### src/rtl/wrdt_ram.sv
// Generic single-write, single-read RAM with a registered read port.
// Used for the weight table. No dependencies.
module wrdt_ram
#(
    parameter int WIDTH = 17,
    parameter int DEPTH = 256
)
(
    input  logic                             clk,
    input  logic                             we,
    input  logic [$clog2(DEPTH)-1:0]         waddr,
    input  logic [WIDTH-1:0]                 wdata,
    input  logic [$clog2(DEPTH)-1:0]         raddr,
    output logic [WIDTH-1:0]                 rdata
);

    logic [WIDTH-1:0] mem_array [DEPTH];
    logic [WIDTH-1:0] rdata_reg;

    always_ff @(posedge clk)
    begin
        if (we)
        begin
            mem_array[waddr] <= wdata;
        end
        rdata_reg <= mem_array[raddr];
    end

    assign rdata = rdata_reg;

endmodule

### config.mk
export PLATFORM = sky130hd
export DESIGN_NAME = wrdt_ram
export DESIGN_NICKNAME = d
export VERILOG_FILES = /design/src/rtl/wrdt_ram.sv
export SDC_FILE = /design/constraint.sdc
export NUM_CORES = 2
export LEC_CHECK = 0
export ABC_AREA = 1
export BUFFER_PORTS_ARGS = -buffer_cell sky130_fd_sc_hd__buf_4
export CORE_ASPECT_RATIO = 0.8
export CORE_UTILIZATION = 48
export DETAILED_ROUTE_END_ITERATION = 8
export SLEW_MARGIN = 0
export SYNTH_ARGS = -nofsm -noshare
export SYNTH_HDL_FRONTEND = slang
export SYNTH_MEMORY_MAX_BITS = 65536
export SYNTH_SLANG_ARGS = --single-unit
### constraint.sdc
create_clock -name clk -period 3.05 [get_ports clk]
set_input_delay 0.61 -clock clk [delete_from_list [all_inputs] [get_ports clk]]
set_output_delay 0.61 -clock clk [all_outputs]
set_load 0.01 [all_outputs]
==> results.py <==
metrics = {
    "power_and_ir_drop": {
        "ir_drop_mv": 0.525,
        "power.density_nw_per_um2": 623,
        "leakagePower_uw": 0.0718,
    },
    "worst_hold_path": {
        "min_from": "wdata[6]",
        "hp-class": "input port to flop",
        "hold_path_depth": 1,
        "min_to": "mem_array[245][6]$_DFFE_PP_",
    },
    "logic_synthesis": {
        "synthDistinctLibCells": 16,
        "synth_seq_area_share": 0.746,
        "yosysTopAreaCellShare": 0.744,
        "synthTopCellsByArea": "edfxtp_1 74%, nand3_1 12%, nand2_1 9.6%",
        "synth_edf_count": 4352,
        "syn_area_sq_um": 176000,
        "synth_common_cells": "4472 x nand2_1, 4352 x edfxtp_1, 4287 x nand3_1",
        "synth_most_common_cell": "nand2_1",
        "yosysWarnings": 0,
        "syn_nets": 14500,
        "synthFlopType": "edfxtp_1",
        "syn_inst": 14400,
        "syn_area_per_cell_sq_um": 12.2,
        "ys_seq_elements": 4369,
        "yosysTopAreaCell": "edfxtp_1",
        "synth-async-reset-ratio": 0,
    },
    "sta": {
        "final_max_slew_viol_count": 0,
        "setup_violations": 0,
        "hold_viol_final": 0,
        "fmax_mhz": 364,
        "rsz0062_at_grt": "no",
        "clock_skew_ns": 0.0537,
        "fin_crit_sh": 0.900,
        "worstMarginPinSlew_ns": 0.960,
        "tns_ns": 0,
        "fin_ws_ns": 0.305,
        "period_minus_slack_ns": 2.74,
        "max_slew_margin": 0.356,
    },
    "worst_setup_path": {
        "path_class": "input port to flop",
        "startpoint_type": "input port",
        "r2r_cells": 12,
        "reg2reg_setup_slack_ns": 0.71,
        "timing.rr.start": "mem_array[191][3]$_DFFE_PP_",
        "rr_endpoint": "rdata[3]$_DFF_P_",
        "crit_required_ns": 3.95,
        "crit_fanout": 52,
        "cp_data_arrival_time_ns": 3.65,
        "crit_path_end_kind": "flop",
    },
    "finish": {
        "final_nets": 15100,
        "largest_reg_flops": 4352,
        "area_growth_pct": 15.2,
        "drive_above_1_share": 0.123,
        "final_cell_area_sq_um": 202000,
    },
    "global_routing": {
        "track_usage": 0.286,
        "grt_pass1_vias": 108000,
        "grt_start_max_net_pins": 104,
        "grt_overflow": 0,
        "grt_pass1_wl_mm": 775,
        "antenna_found_initial": 21,
    },
    "routing": {
        "routed_via_density": 5.81,
        "firstDrtPassIters": 6,
        "routed_wl_mm": 536,
        "avgRoutedWirePerCell_microns": 26.5,
        "vias": 118000,
        "drc": 0,
        "drt_iter0_markers": 15500,
        "ant_nets": 0,
    },
    "clock_tree": {
        "cts_tree": "built",
        "post-cts-setup-buffers": 0,
        "cts-resized-gates": 0,
        "path_clk_slew_ns": 0.06,
        "clock-sinks": 4369,
        "clk_path_buf_depth": 4,
        "htree_levels": 5,
        "cts_made_buffers": 420,
        "cts_hold_buf": 0,
        "clock-root-buffer": "clkbuf_16",
        "insertion_delay_ns": 0.96,
    },
    "placed_design": {
        "io_buffers": 51,
        "placed_area_sq_um": 189000,
        "dp_hpwl_mm": 334,
        "pre_cts_slack_ns": -0.539,
        "gp_congestion": 0.894,
    },
    "die": {
        "die_area_sq_um": 369000,
        "rows": 198,
        "io_pins": 52,
        "core_region_area_sq_um": 364000,
        "die_h_microns": 543,
        "start_util": 0.483,
        "dieWidth_microns": 679,
    },
    "outcome": {
        "status": "finished clean",
    },
    "run": {
        "max_cap_viol_count": 0,
    },
}
## power breakdown
group	internal, uW	switching [uW]
Combinational	2540	6420
Clock	28400	22500
Sequential	66100	113
Total	97100	29000
## metrics by stage
stage	hold WS, ns	std cells	total power [uW]	util
floorplan	0.709	14400	71600	-
global placement	1.00	19500	76300	0.520
detailed placement	1.01	19500	76400	0.520
CTS	0.0345	20200	126000	0.556
global route	0.0758	20200	129000	0.556
finish	0.0889	20200	126000	0.556
## placed cells by master, fill, tap and decap left out, drive strengths merged
master	n
buf	1211
bufinv	34
clkbuf	514
clkinv	203
clkinvlp	5
dfxtp	17
diode	13
edfxtp	4352
inv	46
nand2	4472
nand3	4287
nor2	283
## cell families after synthesis
group,synth area share
and+or+nand+nor,0.224
DFF,0.746
buffers and inverters,0.0308
## critical path: stages
cell and delay (ns):
buf_16 0.14, inv_16 0.24, buf_12 0.27, buf_12 0.29, buf_4 0.26, nand2_1 0.07, nand3_1 0.06, nand3_1 0.09
nand3_1 0.13, nand3_1 0.10, nand3_1 0.27, nand3_1 0.35, nand2_1 0.24, nand2_1 0.23, nand2_1 0.13
## area by class of cell
type                    instances  area (sq um)
repair buffers               1211         12500
clock inverters               249          2080
flip-flops and latches       4369        131000
inverters                      39           200
well taps                    4800          6010
multi-input cells            9042         39600
diodes                         13          32.5
fillers                     29800        161000
clock buffers                 514         11000
## how the worst max path moves through the flow
stage | cells after the start | end | from
finish | 15 | rdata[8]$_DFF_P_ | raddr[0]
global route | 16 | rdata[15]$_DFF_P_ | raddr[0]
CTS | 1 | rdata[3] | rdata[3]$_DFF_P_
detailed placement | 15 | rdata[8]$_DFF_P_ | raddr[0]
global placement | 15 | rdata[8]$_DFF_P_ | raddr[0]
floorplan | 4 | mem_array[162][0]$_DFFE_PP_ | we
## routing by layer
layer	global-route usage	wire, microns
met3	0.0533	55000
met2	0.418	233000
met1	0.432	228000
met5	0	55
met4	0.0950	19200
Note: power is estimated with default switching activity, not from simulation.
